[config.mk]
export PLATFORM = sky130hd
export DESIGN_NAME = form_value_percent_encoder
export DESIGN_NICKNAME = d
export VERILOG_FILES = /design/src/rtl/fve_pkg.sv /design/src/rtl/fve_front.sv /design/src/rtl/fve_queue.sv /design/src/rtl/fve_back.sv /design/src/rtl/form_value_percent_encoder.sv
export SDC_FILE = /design/constraint.sdc
export NUM_CORES = 1
export LEC_CHECK = 0
export ABC_AREA = 1
export BUFFER_PORTS_ARGS = -buffer_cell sky130_fd_sc_hd__buf_2
export CAP_MARGIN = 25
export CORE_MARGIN = 1.5
export CORE_UTILIZATION = 60
export DETAILED_ROUTE_END_ITERATION = 10
export PLACE_DENSITY = 0.77
export SETUP_SLACK_MARGIN = 0.3
export SYNTH_ARGS = -nofsm -noshare
export SYNTH_HDL_FRONTEND = slang
export SYNTH_SLANG_ARGS = --single-unit
[constraint.sdc]
create_clock -name clock -period 4.2 [get_ports clock]
set_input_delay 0.21 -clock clock [delete_from_list [all_inputs] [get_ports clock]]
set_output_delay 0.21 -clock clock [all_outputs]
set_load 0.02 [all_outputs]
[src/rtl/fve_pkg.sv]
// ----------------------------------------------------------------------------
// fve_pkg: shared types and helpers of the form value percent encoder
// Command format between front and back, back phase codes, character
// constants and the character class and hex digit functions.
// ----------------------------------------------------------------------------
package fve_pkg;

   localparam int QDEPTH = 4;
   localparam int QAW    = $clog2(QDEPTH);
   localparam int QCW    = $clog2(QDEPTH + 1);

   localparam logic [7:0] CHAR_AMP   = 8'h26;
   localparam logic [7:0] CHAR_EQ    = 8'h3d;
   localparam logic [7:0] CHAR_PCT   = 8'h25;
   localparam logic [7:0] CHAR_AT    = 8'h40;
   localparam logic [7:0] CHAR_DOT   = 8'h2e;
   localparam logic [7:0] CHAR_SLASH = 8'h2f;
   localparam logic [7:0] CHAR_BSL   = 8'h5c;
   localparam logic [7:0] CHAR_DASH  = 8'h2d;
   localparam logic [7:0] CHAR_UNDER = 8'h5f;
   localparam logic [7:0] CHAR_COLON = 8'h3a;

   typedef enum logic [1:0] {
      MODE_NONE,
      MODE_PLAIN,
      MODE_ESCAPE
   } mode_type;

   typedef enum logic [1:0] {
      PH_SEP,
      PH_MAIN,
      PH_HEX_HI,
      PH_HEX_LO
   } phase_type;

   typedef struct packed {
      logic       sep;
      mode_type   mode;
      logic [7:0] data;
      logic       last;
   } cmd_type;

   function automatic logic passes_plain(input logic [7:0] c);
      logic ok;
      ok = (c >= 8'h30 && c <= 8'h39) || (c >= 8'h41 && c <= 8'h5a) ||
           (c >= 8'h61 && c <= 8'h7a) ||
           c == CHAR_AT || c == CHAR_DOT || c == CHAR_SLASH || c == CHAR_BSL ||
           c == CHAR_DASH || c == CHAR_UNDER || c == CHAR_COLON;
      return ok;
   endfunction

   function automatic logic [7:0] hex_digit(input logic [3:0] v);
      logic [7:0] d;
      if (v < 4'd10) begin
         d = 8'h30 + {4'h0, v};
      end else begin
         d = 8'h57 + {4'h0, v};
      end
      return d;
   endfunction

endpackage

[src/rtl/fve_front.sv]
// ----------------------------------------------------------------------------
// fve_front: field tracking and classification
// Accepts input bytes, tracks field and value state, and turns each byte
// into a command for the back end (separator flag, plain or escape, end).
// ----------------------------------------------------------------------------
module fve_front
   import fve_pkg::*;
(
   input  logic       clock,
   input  logic       reset,
   input  logic       req_push,
   output logic       req_full,
   input  logic [7:0] req_in_byte,
   input  logic       req_in_last,
   output logic       cmd_push,
   output cmd_type    cmd,
   input  logic       q_full
);

   logic in_value_part_ff, in_value_part_in;
   logic in_field_ff, in_field_in;
   logic any_sent_ff, any_sent_in;
   logic sep_pending_ff, sep_pending_in;
   logic accept, is_amp;

   assign req_full = q_full;
   assign accept   = req_push && !q_full;
   assign is_amp   = (req_in_byte == CHAR_AMP);

   always_comb begin
      cmd.sep  = !is_amp && !in_field_ff && sep_pending_ff && any_sent_ff;
      cmd.data = req_in_byte;
      cmd.last = req_in_last;
      if (is_amp) begin
         cmd.mode = MODE_NONE;
      end else if (!in_value_part_ff || passes_plain(req_in_byte)) begin
         cmd.mode = MODE_PLAIN;
      end else begin
         cmd.mode = MODE_ESCAPE;
      end
   end

   // drop ampersands that end no message
   assign cmd_push = accept && (!is_amp || req_in_last);

   always_comb begin
      in_value_part_in = in_value_part_ff;
      in_field_in      = in_field_ff;
      any_sent_in      = any_sent_ff;
      sep_pending_in   = sep_pending_ff;
      if (accept) begin
         priority if (req_in_last) begin
            in_value_part_in = 1'b0;
            in_field_in      = 1'b0;
            any_sent_in      = 1'b0;
            sep_pending_in   = 1'b0;
         end else if (is_amp) begin
            sep_pending_in   = sep_pending_ff || in_field_ff;
            in_field_in      = 1'b0;
            in_value_part_in = 1'b0;
         end else begin
            if (!in_field_ff) begin
               sep_pending_in = 1'b0;
               in_field_in    = 1'b1;
               any_sent_in    = 1'b1;
            end
            if (!in_value_part_ff && req_in_byte == CHAR_EQ) begin
               in_value_part_in = 1'b1;
            end
         end
      end
   end

   always_ff @(posedge clock) begin
      if (reset) begin
         in_value_part_ff <= 1'b0;
         in_field_ff      <= 1'b0;
         any_sent_ff      <= 1'b0;
         sep_pending_ff   <= 1'b0;
      end else begin
         in_value_part_ff <= in_value_part_in;
         in_field_ff      <= in_field_in;
         any_sent_ff      <= any_sent_in;
         sep_pending_ff   <= sep_pending_in;
      end
   end

endmodule

[src/rtl/fve_queue.sv]
// ----------------------------------------------------------------------------
// fve_queue: command queue between front and back
// Small circular buffer of commands with occupancy count.
// ----------------------------------------------------------------------------
module fve_queue
   import fve_pkg::*;
(
   input  logic    clock,
   input  logic    reset,
   input  logic    push,
   input  cmd_type push_cmd,
   output logic    full,
   input  logic    pop,
   output cmd_type head,
   output logic    empty
);

   cmd_type            mem_ff [QDEPTH];
   logic [QAW-1:0]     wr_ptr_ff, wr_ptr_in;
   logic [QAW-1:0]     rd_ptr_ff, rd_ptr_in;
   logic [QCW-1:0]     count_ff, count_in;
   logic               push_ok, pop_ok;

   assign full    = (count_ff == QCW'(QDEPTH));
   assign empty   = (count_ff == '0);
   assign push_ok = push && !full;
   assign pop_ok  = pop && !empty;
   assign head    = mem_ff[rd_ptr_ff];

   always_comb begin
      wr_ptr_in = push_ok ? wr_ptr_ff + 1'b1 : wr_ptr_ff;
      rd_ptr_in = pop_ok ? rd_ptr_ff + 1'b1 : rd_ptr_ff;
      count_in  = count_ff + QCW'(push_ok) - QCW'(pop_ok);
   end

   always_ff @(posedge clock) begin
      if (reset) begin
         wr_ptr_ff <= '0;
         rd_ptr_ff <= '0;
         count_ff  <= '0;
      end else begin
         wr_ptr_ff <= wr_ptr_in;
         rd_ptr_ff <= rd_ptr_in;
         count_ff  <= count_in;
      end
   end

   always_ff @(posedge clock) begin
      if (push_ok) begin
         mem_ff[wr_ptr_ff] <= push_cmd;
      end
   end

   a_count_range: assert property (@(posedge clock) disable iff (reset)
      count_ff <= QCW'(QDEPTH))
      else $error("queue count exceeds depth");
   a_ptr_gap: assert property (@(posedge clock) disable iff (reset)
      (count_ff == '0 || count_ff == QCW'(QDEPTH)) |-> wr_ptr_ff == rd_ptr_ff)
      else $error("queue pointers disagree with count");
   a_count_step: assert property (@(posedge clock) disable iff (reset)
      push_ok && !pop_ok |=> count_ff == $past(count_ff) + 1'b1)
      else $error("queue count did not advance on push");

endmodule

[src/rtl/fve_back.sv]
// ----------------------------------------------------------------------------
// fve_back: command expansion and result register
// Expands each command into an optional separator and one plain byte, a
// three-character escape or bare end marker, one char a cycle unless stalled.
// ----------------------------------------------------------------------------
module fve_back
   import fve_pkg::*;
(
   input  logic       clock,
   input  logic       reset,
   input  cmd_type    head,
   input  logic       q_empty,
   output logic       q_pop,
   output logic       rsp_empty,
   input  logic       rsp_pop,
   output logic [7:0] rsp_out_byte,
   output logic       rsp_has_byte,
   output logic       rsp_out_last
);

   phase_type  phase_ff, phase_in;
   phase_type  cur_phase;
   logic       out_valid_ff, out_valid_in;
   logic [7:0] out_byte_ff, piece_byte;
   logic       has_byte_ff, piece_has;
   logic       last_ff, piece_last;
   logic       piece_final;
   logic       advance;

   assign cur_phase = (phase_ff == PH_SEP && !head.sep) ? PH_MAIN : phase_ff;
   assign advance   = !q_empty && (!out_valid_ff || rsp_pop);
   assign q_pop     = advance && piece_final;

   // next phase
   always_comb begin
      phase_in = phase_ff;
      if (advance) begin
         if (piece_final) begin
            phase_in = PH_SEP;
         end else begin
            unique case (cur_phase)
               PH_SEP:    phase_in = PH_MAIN;
               PH_MAIN:   phase_in = PH_HEX_HI;
               PH_HEX_HI: phase_in = PH_HEX_LO;
               PH_HEX_LO: phase_in = PH_SEP;
               default:   phase_in = PH_SEP;
            endcase
         end
      end
   end

   // piece outputs
   always_comb begin
      piece_byte  = 8'h00;
      piece_has   = 1'b1;
      piece_final = 1'b0;
      unique case (cur_phase)
         PH_SEP: begin
            piece_byte = CHAR_AMP;
         end
         PH_MAIN: begin
            unique case (head.mode)
               MODE_PLAIN: begin
                  piece_byte  = head.data;
                  piece_final = 1'b1;
               end
               MODE_ESCAPE: begin
                  piece_byte = CHAR_PCT;
               end
               default: begin
                  piece_has   = 1'b0;
                  piece_final = 1'b1;
               end
            endcase
         end
         PH_HEX_HI: begin
            piece_byte = hex_digit(head.data[7:4]);
         end
         PH_HEX_LO: begin
            piece_byte  = hex_digit(head.data[3:0]);
            piece_final = 1'b1;
         end
         default: begin
            piece_byte = 8'h00;
         end
      endcase
      piece_last = piece_final && head.last;
   end

   assign out_valid_in = advance || (out_valid_ff && !rsp_pop);

   always_ff @(posedge clock) begin
      if (reset) begin
         phase_ff     <= PH_SEP;
         out_valid_ff <= 1'b0;
      end else begin
         phase_ff     <= phase_in;
         out_valid_ff <= out_valid_in;
      end
   end

   always_ff @(posedge clock) begin
      if (advance) begin
         out_byte_ff <= piece_byte;
         has_byte_ff <= piece_has;
         last_ff     <= piece_last;
      end
   end

   assign rsp_empty    = !out_valid_ff;
   assign rsp_out_byte = out_byte_ff;
   assign rsp_has_byte = has_byte_ff;
   assign rsp_out_last = last_ff;

   a_mid_cmd_held: assert property (@(posedge clock) disable iff (reset)
      phase_ff != PH_SEP |-> !q_empty)
      else $error("expansion in progress without a command");
   a_hex_escape: assert property (@(posedge clock) disable iff (reset)
      (phase_ff == PH_HEX_HI || phase_ff == PH_HEX_LO) |-> head.mode == MODE_ESCAPE)
      else $error("hex digit phase on a non-escape command");
   a_bare_is_last: assert property (@(posedge clock) disable iff (reset)
      out_valid_ff && !has_byte_ff |-> last_ff && out_byte_ff == 8'h00)
      else $error("bare marker not flagged as last");

endmodule

[src/rtl/form_value_percent_encoder.sv]
// ----------------------------------------------------------------------------
// form_value_percent_encoder: form message percent encoder, top level
// Path: an input byte is written to the command queue, then expanded by the
//   back end into the result register.
// Throughput: one result character per cycle while results are popped; an
//   input byte gives one character (plain) or three (escape), plus a separator.
// Reset: synchronous; clears field state, empties the command queue and
//   the result register.
// ----------------------------------------------------------------------------
module form_value_percent_encoder
   import fve_pkg::*;
(
   input  logic       clock,
   input  logic       reset,
   input  logic       req_push,
   output logic       req_full,
   input  logic [7:0] req_in_byte,
   input  logic       req_in_last,
   output logic       rsp_empty,
   input  logic       rsp_pop,
   output logic [7:0] rsp_out_byte,
   output logic       rsp_has_byte,
   output logic       rsp_out_last
);

   cmd_type front_cmd, head;
   logic    cmd_push, q_full, q_empty, q_pop;

   fve_front u_front (
      .clock       (clock),
      .reset       (reset),
      .req_push    (req_push),
      .req_full    (req_full),
      .req_in_byte (req_in_byte),
      .req_in_last (req_in_last),
      .cmd_push    (cmd_push),
      .cmd         (front_cmd),
      .q_full      (q_full)
   );

   fve_queue u_queue (
      .clock    (clock),
      .reset    (reset),
      .push     (cmd_push),
      .push_cmd (front_cmd),
      .full     (q_full),
      .pop      (q_pop),
      .head     (head),
      .empty    (q_empty)
   );

   fve_back u_back (
      .clock        (clock),
      .reset        (reset),
      .head         (head),
      .q_empty      (q_empty),
      .q_pop        (q_pop),
      .rsp_empty    (rsp_empty),
      .rsp_pop      (rsp_pop),
      .rsp_out_byte (rsp_out_byte),
      .rsp_has_byte (rsp_has_byte),
      .rsp_out_last (rsp_out_last)
   );

endmodule
* Yosys cells after proc, flatten, opt, wreduce, memory -nomap -nowiden *
Memory sizes are Yosys's and may differ from the RTL's. A register that Yosys moved wholly into a read port is not among the register bits.
Index checks and enable logic that the tools add are counted.

word-level totals
  register bits = 24
  memory bits (writable) = 48
  bits of input ports = 13
  output and inout port bits = 12
  logic and storage cells = 120
  memories kept = 1

memory list
  name            words  width  rd ports  clocked after memory_dff  write ports  line             source
  u_queue.mem_ff  4      12     1         1                         1            fve_queue.sv:18  cmd_type mem_ff [QDEPTH];

cells by class
  $add $sub $neg = 8
  magnitude comparators = 8
  equal/unequal tests = 18
  multiplexer cells = 27
  reductions and logical operators = 46

operator list
  cell                                                                              number
  8-bit by 6-bit == test with 1-bit output, second input constant                   6
  8-bit one-hot mux with 4 select lines                                             1
  8-bit by 7-bit == test with 1-bit output, second input constant                   3
  7-bit by 4-bit adder with 8-bit output, first input constant                      2
  8-bit by 7-bit >= comparator with 1-bit output, second input constant             2
  8-bit by 7-bit less-or-equal comparator with 1-bit output, second input constant  2
  1-bit logical AND                                                                 16
  8-bit two-way mux                                                                 2
  8-bit one-hot mux with 2 select lines                                             1
  1-bit two-way mux                                                                 15
  6-bit by 4-bit adder with 7-bit output, first input constant                      2
  1-bit logical OR                                                                  14
  2-bit two-way mux                                                                 6
  8-bit by 6-bit >= comparator with 1-bit output, second input constant             1
  8-bit by 6-bit less-or-equal comparator with 1-bit output, second input constant  1
  1-bit logical NOT                                                                 8
  4-bit less-than comparator, second input constant                                 2
  2-bit one-hot mux with 4 select lines                                             1
  2-bit == test, second input constant                                              3
  2-bit by 1-bit adder with 2-bit output, second input constant                     2
  2-bit by 1-bit == test with 1-bit output, second input constant                   2
  2-bit logical NOT                                                                 2
  2-bit inequality test, second input constant                                      2
  2-bit AND reduction                                                               2
  other kinds (9)                                                                   9

* Longest topological paths before layout *
Gate-level depths: netlist of the first run.

  depth in word-level cells = 14
  mapped depth = 17
  depth with buffers taken out = 16

* Cells and area by module *
Synthesis of the first run repeated with hierarchy kept, for this count alone.

unflattened totals
  cells, all modules = 413
  area total of the unflattened synthesis = 3717.3 sq um

modules (own cells, without submodules)
  module     times used  cells each  area an instance (sq um)  sequential area each (sq um)
  fve_queue  1           185         2267.2                    1621.6
  fve_back   1           116         879.6                     360.3
  fve_front  1           112         570.5                     80.1

* Worst setup path after synthesis of the first run *
OpenSTA, ideal clock, no wires.

  path type = reg-to-reg
  start point = register with a tool-made name
  end point = register u_queue.count_ff[2]
  setup time = 0.121 ns
  arrival time = 2.694 ns
  required time = 4.079 ns
  slack = 1.386 ns
  stages on the path, launching flop included = 17
  buffers on the path = 1
  clock period less this slack = 2.814 ns
  cells stage by stage = dfxtp_1 buf_6 or2_1 nand3_2 nand2_2 o21ai_4 ha_1 inv_1 o21ai_0 nand3_4 inv_1 ha_1 inv_1 ha_1 fa_1 o21ai_0 a21oi_1

RTL lines
  what                    line             source
  end signal: assignment  fve_queue.sv:44  count_ff <= count_in;
  end: declaration        fve_queue.sv:21  logic [QCW-1:0] count_ff, count_in;

==> flow_summary.json, run 1 <==
{
  "initial_core_util": 0.627,
  "post-route-util": 0.693,
  "area_growth_pct": 10.6,
  "clock.fmax_ghz": 0.288,
  "finalSetupTns_ns": 0,
  "highest_layer": "met4",
  "cts_max_path_buffers": 2,
  "final.min_clock_period_ns": 3.47,
  "post-route-period-util": 0.827,
  "yosysSeqAreaShare": 0.590,
  "numCtsBuffers": 9,
  "wl_per_cell_um": 14.0,
  "slew_viol_final": 0,
  "yosys_warnings": 0,
  "dpl_cell_area_um2": 3700,
  "die_h_um": 79.3,
  "cts_hold_buffers": 0,
  "place_hpwl_um": 4730,
  "num_vias": 2544,
  "die_x_um": 79.3,
  "critPathMaxStageDelay_ns": 0.89,
  "slew_headroom": 0.431,
  "synth_top_area_frac": 0.499,
  "grt_pass1_vias": 2403,
  "synth_nets": 390,
  "synth.avg_cell_area_um2": 9.60,
  "syn_inst": 364,
  "portBuffers": 24,
  "worstHoldPathType": "primary input to flip-flop",
  "clkLatencyLatePin_ns": 0.35,
  "post_cts_buffers": 0,
  "route.detailed.drc": 0,
  "crit_slowest_cell": "dfxtp_1",
  "path_class": "flip-flop to flip-flop",
  "synth_fa_ha_area_frac": 0.0487,
  "synth_seq_cells": 74,
  "end_kind": "flip-flop",
  "synthMuxAreaShare": 0,
  "synth-xor-area-share": 0.00501,
  "wl_met1_um": 2830,
  "cp_top_family": "adder cells",
  "globalplace.congestion": 0.910,
  "die-area_um2": 6290,
  "cts_resized": 0,
  "worst_ir_drop_vdd_uv": 316,
  "cts_max_level": 3,
  "status": "completed",
  "dr.pass1.iters": 5,
  "antenna_left": 0,
  "hold_violations": 0,
  "drt_iter0_drc": 164,
  "dr_wl_met3_um": 318,
  "synth_top_family_by_area": "simple AND/OR/NAND/NOR gates",
  "cp-start-kind": "flip-flop",
  "cts_tree": "built",
  "grt_antenna_before_repair": 0,
  "cap_violations": 0,
  "crit_required_ns": 4.44,
  "postLayoutCellArea_um2": 3860,
  "leakage_nw": 1.66,
  "cts.sinks": 74,
  "wl_met2_um": 3390,
  "setup_viol": 0,
  "synth-simple-area-share": 0.203,
  "worst_pin_slew_ns": 0.853,
  "synth.distinct_cells": 32,
  "antenna_cells": 0,
  "rows": 27,
  "cp_cell_sequence": "nand2_1 > nand3_2 > nand2_2 > o21ai_4 > ha_1 > inv_1 > o21ai_0 > nand3_4 > inv_1 > ha_1 > inv_1 > ha_1 > fa_1 > o21ai_0 > a21oi_1",
  "crit_path_max_fanout": 29,
  "grt_pass1_wl_um": 11200,
  "drt_wl_total_um": 6670,
  "worstPathArrival_ns": 3.72,
  "root_buffer": "clkbuf_8",
  "power_density_nw_per_um2": 660,
  "gr-total-overflow": 0,
  "nNetsFinal": 424,
  "synthesis.area_um2": 3490,
  "grt_setup_unrepaired": "false",
  "vias_per_cell": 5.36,
  "cts.clk_slew.worst_paths_ns": 0.08,
  "fin_skew_ns": 0.00905,
  "design.core.area_um2": 5570,
  "cp.buffers_inverters": 3,
  "synth_compound_area_frac": 0.0784,
  "num_io_pins": 25,
  "yosys.area.top_type": "edfxtp_1",
  "track_usage": 0.242,
  "grt_max_degree": 30,
  "drive_gt1_frac": 0.124,
  "synthTopCellsByArea": "edfxtp_1, nand2_1, dfxtp_1"
}
==> where the power goes <==
part / switching [mW] / internal, mW / leakage (nW)
sequential: 0.0849 / 0.964 / 0.667
clock: 0.263 / 0.212 / 0.0746
combinational: 0.686 / 0.341 / 0.914
==> cells by family (layout without fill, tap and decap cells) <==
kind of cell             Yosys count  count (layout)
AND/OR/NAND/NOR                  166             166
adder cells (fa/ha/maj)           13              13
AO/OA/AOI/OAI                     49              49
flip-flops                        74              74
buffers and inverters             60              99
XOR/XNOR                           2               2
==> Yosys cell counts <==
cell type and count:
nand2_1 87, edfxtp_1 58, inv_1 51, nor2_1 35, nand3_1 30, o21ai_0 23, a21oi_1 18, dfxtp_1 16
ha_1 12, nand2_2 4, buf_6 3, a32oi_1 2, buf_4 2, nand3b_1 2, nor3_1 2, nor4_1 2
o211ai_1 2, a31oi_1 1, a41oi_1 1, buf_2 1, clkbuf_1 1, clkinv_1 1, fa_1 1, inv_4 1
nand3_2 1, nand3_4 1, nand4_1 1, o21ai_1 1, o21ai_4 1, or2_1 1, xnor2_1 1, xor2_1 1
==> registers in the layout, indices dropped and copies added (netlist names), named ones only <==
register / cells
u_back.phase_ff: 2
u_back.rsp_out_last: 1
u_front.sep_pending_ff: 1
u_queue.rd_ptr_ff: 2
u_front.in_field_ff: 1
u_back.rsp_out_byte: 8
u_queue.mem_ff: 48
u_front.in_value_part_ff: 1
u_front.any_sent_ff: 1
u_back.rsp_has_byte: 1
u_queue.count_ff: 3
u_back.out_valid_ff: 1
u_queue.wr_ptr_ff: 2
==> per-layer routing <==
metal,up-vias,track usage
met5,-,0
met4,0,0.116
met3,10,0.0494
met2,86,0.395
met1,1171,0.309
li1,1277,-
==> cell type report <==
cell class	count	area, um2
Multi-Input combinational cell	230	1170
Sequential cell	74	2060
Inverter	53	201
Timing Repair Buffer	30	176
Tap cell	72	90.1
Fill cell	424	1710
Clock inverter	5	31.3
Clock buffer	11	131
==> metrics by stage <==
| stage | std cells | power, mW | setup WS [ns] | hold WS, ns |
|---|---|---|---|---|
| 3_5_place_dp | 459 | 2.08 | 0.772 | 0.429 |
| 6_report | 475 | 2.55 | 0.725 | 0.0682 |
| 4_1_cts | 475 | 2.55 | 0.708 | 0.0561 |
| 5_1_grt | 475 | 2.74 | 0.326 | 0.0627 |
| 3_3_place_gp | 456 | 2.03 | 0.913 | 0.433 |
| 2_1_floorplan | 364 | 1.83 | 1.39 | 0.281 |
==> placed cells by master, fill, tap and decap left out, types with 3 or more instances in the layout <==
cell,synthesis,layout
a21oi_1,18,18
buf_2,1,24
buf_4,2,3
buf_6,3,3
clkbuf_8,0,9
clkinv_1,1,3
dfxtp_1,16,16
edfxtp_1,58,58
ha_1,12,12
inv_1,51,51
nand2_1,87,87
nand2_2,4,4
nand3_1,30,30
nor2_1,35,35
o21ai_0,23,23
==> path summary, 6_finish.rpt <==
path | from | to | slack (ns) | depth (start not counted)
worst min-delay path | reset | u_queue.count_ff[0]$_SDFF_PP0_ | 0.07 | 2
worst max register to register | flip-flop | u_queue.count_ff[2]$_SDFF_PP0_ | 0.73 | 15
worst max-delay path | flip-flop | u_queue.count_ff[2]$_SDFF_PP0_ | 0.73 | 15
worst min register to register | u_front.sep_pending_ff$_SDFFE_PP0P_ | u_front.sep_pending_ff$_SDFFE_PP0P_ | 0.46 | 2
(Power assumes the default switching activity.)
==> inputs of run 2 (changes only) <==
==> constraint.sdc (replaced) <==
create_clock -name clock -period 3.2 [get_ports clock]
set_input_delay 0.16 -clock clock [delete_from_list [all_inputs] [get_ports clock]]
set_output_delay 0.16 -clock clock [all_outputs]
set_load 0.02 [all_outputs]
==> run 2 against run 1 <==
Compared with the run above: flip-flop and latch count unchanged; clock power up 68%; cell area up 1.9%; register-to-register slack worse by 0.22 ns; global-route usage down 1.6 points; critical path depth unchanged; worst setup slack worse by 0.22 ns.
==> flow_summary.json, run 2 (synthesis results as in run 1) <==
{
  "cp_top_family": "adder cells",
  "cts.sinks": 74,
  "slew_headroom": 0.556,
  "portBuffers": 24,
  "final.min_clock_period_ns": 2.70,
  "rows": 27,
  "hold_violations": 0,
  "cp_cell_sequence": "or2_1 > nand3_2 > nand2_2 > o21ai_4 > ha_1 > inv_1 > o21ai_2 > nand3_4 > inv_1 > ha_1 > inv_1 > ha_1 > fa_1 > o21ai_0 > a21oi_1",
  "drt_wl_total_um": 6460,
  "initial_core_util": 0.627,
  "dp_slack_ns": 0.204,
  "path_class": "flip-flop to flip-flop",
  "grt_pass1_vias": 2355,
  "combPwrFrac": 0.394,
  "grt_max_degree": 19,
  "seq_power_share": 0.382,
  "gr-total-overflow": 0,
  "final_common_cell": "nand2_1",
  "leakage_nw": 1.70,
  "dpl_cell_area_um2": 3710,
  "post-route-period-util": 0.842,
  "nNetsFinal": 427,
  "globalplace.congestion": 0.920,
  "root_buffer": "clkbuf_8",
  "end_kind": "flip-flop",
  "cp-start-kind": "flip-flop",
  "grt_setup_unrepaired": "false",
  "largest_register": "u_queue.mem_ff",
  "die_x_um": 79.3,
  "antenna_cells": 0,
  "hp-start": "reset",
  "crit_required_ns": 3.43,
  "clock.fmax_ghz": 0.371,
  "track_usage": 0.226,
  "num-fill-cells": 397,
  "critPathMaxStageDelay_ns": 0.39,
  "clkLatencyLatePin_ns": 0.34,
  "post_cts_buffers": 0,
  "grt_antenna_before_repair": 0,
  "p_int_mw": 2.18,
  "dr.pass1.iters": 5,
  "cp.buffers_inverters": 3,
  "slew_viol_final": 0,
  "crit_path_max_fanout": 12,
  "cap_violations": 0,
  "crit_slowest_cell": "dfxtp_2",
  "grt_pass1_wl_um": 10700,
  "switchingPower_mw": 1.37,
  "final_cell_mix": "nand2_1, edfxtp_1, inv_1, nor2_1, nand3_1",
  "worst_pin_slew_ns": 0.660,
  "swShare": 0.386,
  "num_vias": 2534,
  "cts_max_path_buffers": 2,
  "antenna_left": 0,
  "design.core.area_um2": 5570,
  "fin_skew_ns": 0.00637,
  "die_h_um": 79.3,
  "cts_max_level": 3,
  "worstHoldPathType": "primary input to flip-flop",
  "area_growth_pct": 12.8,
  "cts_tree": "built",
  "num_io_pins": 25,
  "numCtsBuffers": 9,
  "setup_viol": 0,
  "cts.clk_slew.worst_paths_ns": 0.08,
  "drive_gt1_frac": 0.148,
  "route.detailed.drc": 0,
  "worst_ir_drop_vdd_uv": 426,
  "status": "completed",
  "p_clk_frac": 0.224,
  "wl_per_cell_um": 13.5,
  "place_hpwl_um": 4510,
  "postLayoutCellArea_um2": 3940,
  "largest_register_ffs": 48,
  "power_density_nw_per_um2": 901,
  "multi_input_area_um2": 1180,
  "vias_per_cell": 5.30,
  "finalSetupTns_ns": 0,
  "die-area_um2": 6290,
  "worstPathArrival_ns": 2.93,
  "setup_slack_ns": 0.505,
  "regArea_um2": 2070,
  "drt_iter0_drc": 119
}
-- run 2: cell count changes in the layout (fill, tap and decap cells not counted), sizes merged --
cell	before	now
buf	30	33
clkinvlp	2	1
inv	52	53
bufinv	0	2
clkinv	4	3
clkbuf	11	10
-- run 2: cell type report --
class	instances	area share
flip-flops and latches	74	0.525
multi-input cells	230	0.299
inverters	53	0.0511
repair buffers	33	0.0476
clock buffers	10	0.0324
clock inverters	6	0.0229
well taps	72	0.0229
-- run 2: what timing repair did --
item | 4_1_cts | 5_1_grt
gates cloned | 0 | 0
resized for setup | 2 | 4
endpoints found under the setup margin | 2 | 2
pin swaps | 0 | 0
hold buffers | 0 | 0
-- run 2: metal layers --
metal	routed length, um	track usage	up-vias
li1	-	-	1282
met2	3170	0.374	73
met4	141	0.105	0
met3	290	0.0356	13
met5	0	0	-
met1	2860	0.292	1166
-- run 2: power groups by stage --
stage	combinational [mW]	sequential [mW]	clock, mW
after floorplan	0.973	1.43	0
after global placement	1.33	1.37	0
after detailed placement	1.37	1.37	0
final	1.40	1.36	0.796
after global routing	1.60	1.37	0.838
after CTS	1.39	1.35	0.805
-- run 2: worst paths after layout --
check / endpoint / depth (start not counted) / slack [ns]
worst max-delay path: u_queue.count_ff[2]$_SDFF_PP0_ / 15 / 0.50
worst min-delay path: u_queue.count_ff[1]$_SDFF_PP0_ / 2 / 0.04
worst max register to register: u_queue.count_ff[2]$_SDFF_PP0_ / 15 / 0.50
worst min register to register: u_front.any_sent_ff$_SDFFE_PP0P_ / 2 / 0.46
-- run 2: per-stage QoR --
stage | hold slack [ns] | instances | power [mW] | utilization
floorplan | 0.231 | 364 | 2.41 | -
global placement | 0.383 | 462 | 2.70 | 0.666
detailed placement | 0.376 | 462 | 2.74 | 0.666
CTS | 0.0230 | 478 | 3.54 | 0.705
global route | 0.0266 | 478 | 3.81 | 0.707
finish | 0.0368 | 478 | 3.55 | 0.707
==> inputs of run 3 (changes only) <==
==> constraint.sdc (replaced) <==
create_clock -name clock -period 2.8 [get_ports clock]
set_input_delay 0.14 -clock clock [delete_from_list [all_inputs] [get_ports clock]]
set_output_delay 0.14 -clock clock [all_outputs]
set_load 0.02 [all_outputs]
==> run 3 against run 2 <==
Compared with the run above: combinational power grew 29%; sequential power grew 13%; global-route usage rose by 0.73 points; register-to-register slack lost 0.17 ns; core utilization rose by 1.5 points; count of clock-buffer cells in the layout did not move; flip-flop and latch count unchanged; non-clock buffer count increased by 9; maximum frequency up 9.1%; total power rose by 14%; critical endpoint is now u_queue.count_ff[1]$_SDFF_PP0_; largest power group unchanged.
==> flow_summary.json, run 3 (synthesis results as in run 1) <==
{
  "dr.pass1.iters": 4,
  "num_vias": 2579,
  "combPwrFrac": 0.445,
  "gr-usage-met2": 0.382,
  "fin_skew_ns": 0.00802,
  "seq_power_share": 0.381,
  "wl_per_cell_um": 14.0,
  "post-route-util": 0.721,
  "grt_setup_unrepaired": "true",
  "cts.sinks": 74,
  "globalplace.congestion": 0.941,
  "nNetsFinal": 436,
  "clock.fmax_ghz": 0.405,
  "slew_viol_final": 0,
  "design.core.area_um2": 5570,
  "end_kind": "flip-flop",
  "cts_tree": "built",
  "antenna_left": 0,
  "worst_pin_slew_ns": 0.700,
  "track_usage": 0.233,
  "status": "completed",
  "area_growth_pct": 15.1,
  "cts.clk_slew.worst_paths_ns": 0.08,
  "worstPathArrival_ns": 2.72,
  "numCtsBuffers": 9,
  "gr-total-overflow": 0,
  "rows": 27,
  "finalSetupTns_ns": 0,
  "top_usage_layer": "met2",
  "post-route-period-util": 0.882,
  "clkLatencyLatePin_ns": 0.34,
  "root_buffer": "clkbuf_8",
  "vias_per_cell": 5.30,
  "final_common_cell": "nand2_1",
  "cp-start-kind": "flip-flop",
  "swShare": 0.401,
  "global_route.usage.met1": 0.304,
  "whs_ns": 0.0535,
  "die_x_um": 79.3,
  "final_cell_mix": "nand2_1, edfxtp_1, inv_1, nor2_1, nand3_1",
  "crit_required_ns": 3.05,
  "p_int_mw": 2.42,
  "path_class": "flip-flop to flip-flop",
  "route.detailed.drc": 0,
  "leakage_nw": 1.72,
  "grt_antenna_before_repair": 0,
  "grt_pass1_wl_um": 11000,
  "dpl_cell_area_um2": 3780,
  "largest_register": "u_queue.mem_ff",
  "antenna_cells": 0,
  "cap_violations": 0,
  "largest_register_ffs": 48,
  "drt_iter0_drc": 145,
  "die_h_um": 79.3,
  "hold_violations": 0,
  "place_hpwl_um": 4780,
  "cp_cell_sequence": "buf_2 > nand2_1 > a32oi_2 > inv_1 > ha_1 > o21ai_4 > nand3_4 > inv_2 > ha_4 > inv_2 > ha_4 > fa_2 > inv_1 > nor2_1",
  "crit_slowest_cell": "fa_2",
  "hp-start": "req_in_last",
  "drive_gt1_frac": 0.176,
  "critPathMaxStageDelay_ns": 0.43,
  "drt_wl_total_um": 6800,
  "worst_ir_drop_vdd_uv": 441,
  "p_total_mw": 4.04,
  "postLayoutCellArea_um2": 4020,
  "cts_max_level": 3,
  "slew_headroom": 0.532,
  "power_density_nw_per_um2": 1000,
  "portBuffers": 24,
  "switchingPower_mw": 1.62,
  "num_io_pins": 25,
  "num-fill-cells": 416,
  "met3_usage": 0.0379,
  "setup_viol": 0,
  "die-area_um2": 6290,
  "p_clk_frac": 0.174,
  "final.min_clock_period_ns": 2.47,
  "grt_pass1_vias": 2383,
  "worstHoldPathType": "primary input to flip-flop",
  "crit_path_max_fanout": 6,
  "grt_max_degree": 20,
  "cts_max_path_buffers": 2,
  "initial_core_util": 0.627
}
[run 3: cell count changes in the layout (fill, tap and decap cells not counted), moves of 2 or more]
cell / change
buf_6: +3
clkinv_1: +2
ha_1: -3
bufinv_16: -2
inv_2: +2
inv_1: -3
buf_4: +4
ha_4: +3
[run 3: critical path: cells and delay by family, from the launching register on]
kind | cells | cell delay (ns)
adder cells (fa/ha/maj) | 4 | 0.97
buffers and inverters | 5 | 0.43
AO/OA/AOI/OAI | 2 | 0.40
flip-flops | 1 | 0.38
AND/OR/NAND/NOR | 3 | 0.20
[run 3: layer usage]
layer	vias up	share of wire
met5	-	0
met4	0	0.012
met3	12	0.049
met2	77	0.49
met1	1186	0.45
li1	1304	-
[run 3: final timing paths]
check                           cells after the start  slack, ns                                to
worst max register to register                     14       0.33    u_queue.count_ff[1]$_SDFF_PP0_
worst min register to register                      2       0.46  u_front.any_sent_ff$_SDFFE_PP0P_
worst max-delay path                               14       0.33    u_queue.count_ff[1]$_SDFF_PP0_
worst min-delay path                                1       0.05    u_queue.mem_ff[1][0]$_DFFE_PP_
[run 3: metrics by stage]
| step | setup WS [ns] | instances |
|---|---|---|
| 3_5_place_dp | 0.298 | 463 |
| 6_report | 0.330 | 487 |
| 3_3_place_gp | 0.367 | 459 |
| 5_1_grt | 0.235 | 487 |
| 2_1_floorplan | 0.236 | 364 |
| 4_1_cts | 0.320 | 481 |
[run 3: cell type report]
type,instances,area (um2),share of cell area
Clock buffer,10,128,0.0317
Clock inverter,6,33.8,0.00840
Inverter,53,206,0.0513
Multi-Input combinational cell,230,1230,0.306
Sequential cell,74,2070,0.514
Tap cell,72,90.1,0.0224
Timing Repair Buffer,42,267,0.0663
[run 3: power by group through the flow]
stage | clock (mW) | combinational (mW) | sequential, mW
finish | 0.701 | 1.80 | 1.54
global route | 0.754 | 2.03 | 1.56
CTS | 0.703 | 1.72 | 1.54
detailed placement | 0 | 1.70 | 1.56
global placement | 0 | 1.62 | 1.56
floorplan | 0 | 1.21 | 1.64
[run 3: what timing repair did]
item                                   4_1_cts  5_1_grt
endpoints found under the hold margin        1        0
setup endpoints to repair                    1        2
resized for setup                            1        5
hold buffers                                 1        0
pin swaps                                    1        6
buffers inserted                             1        6
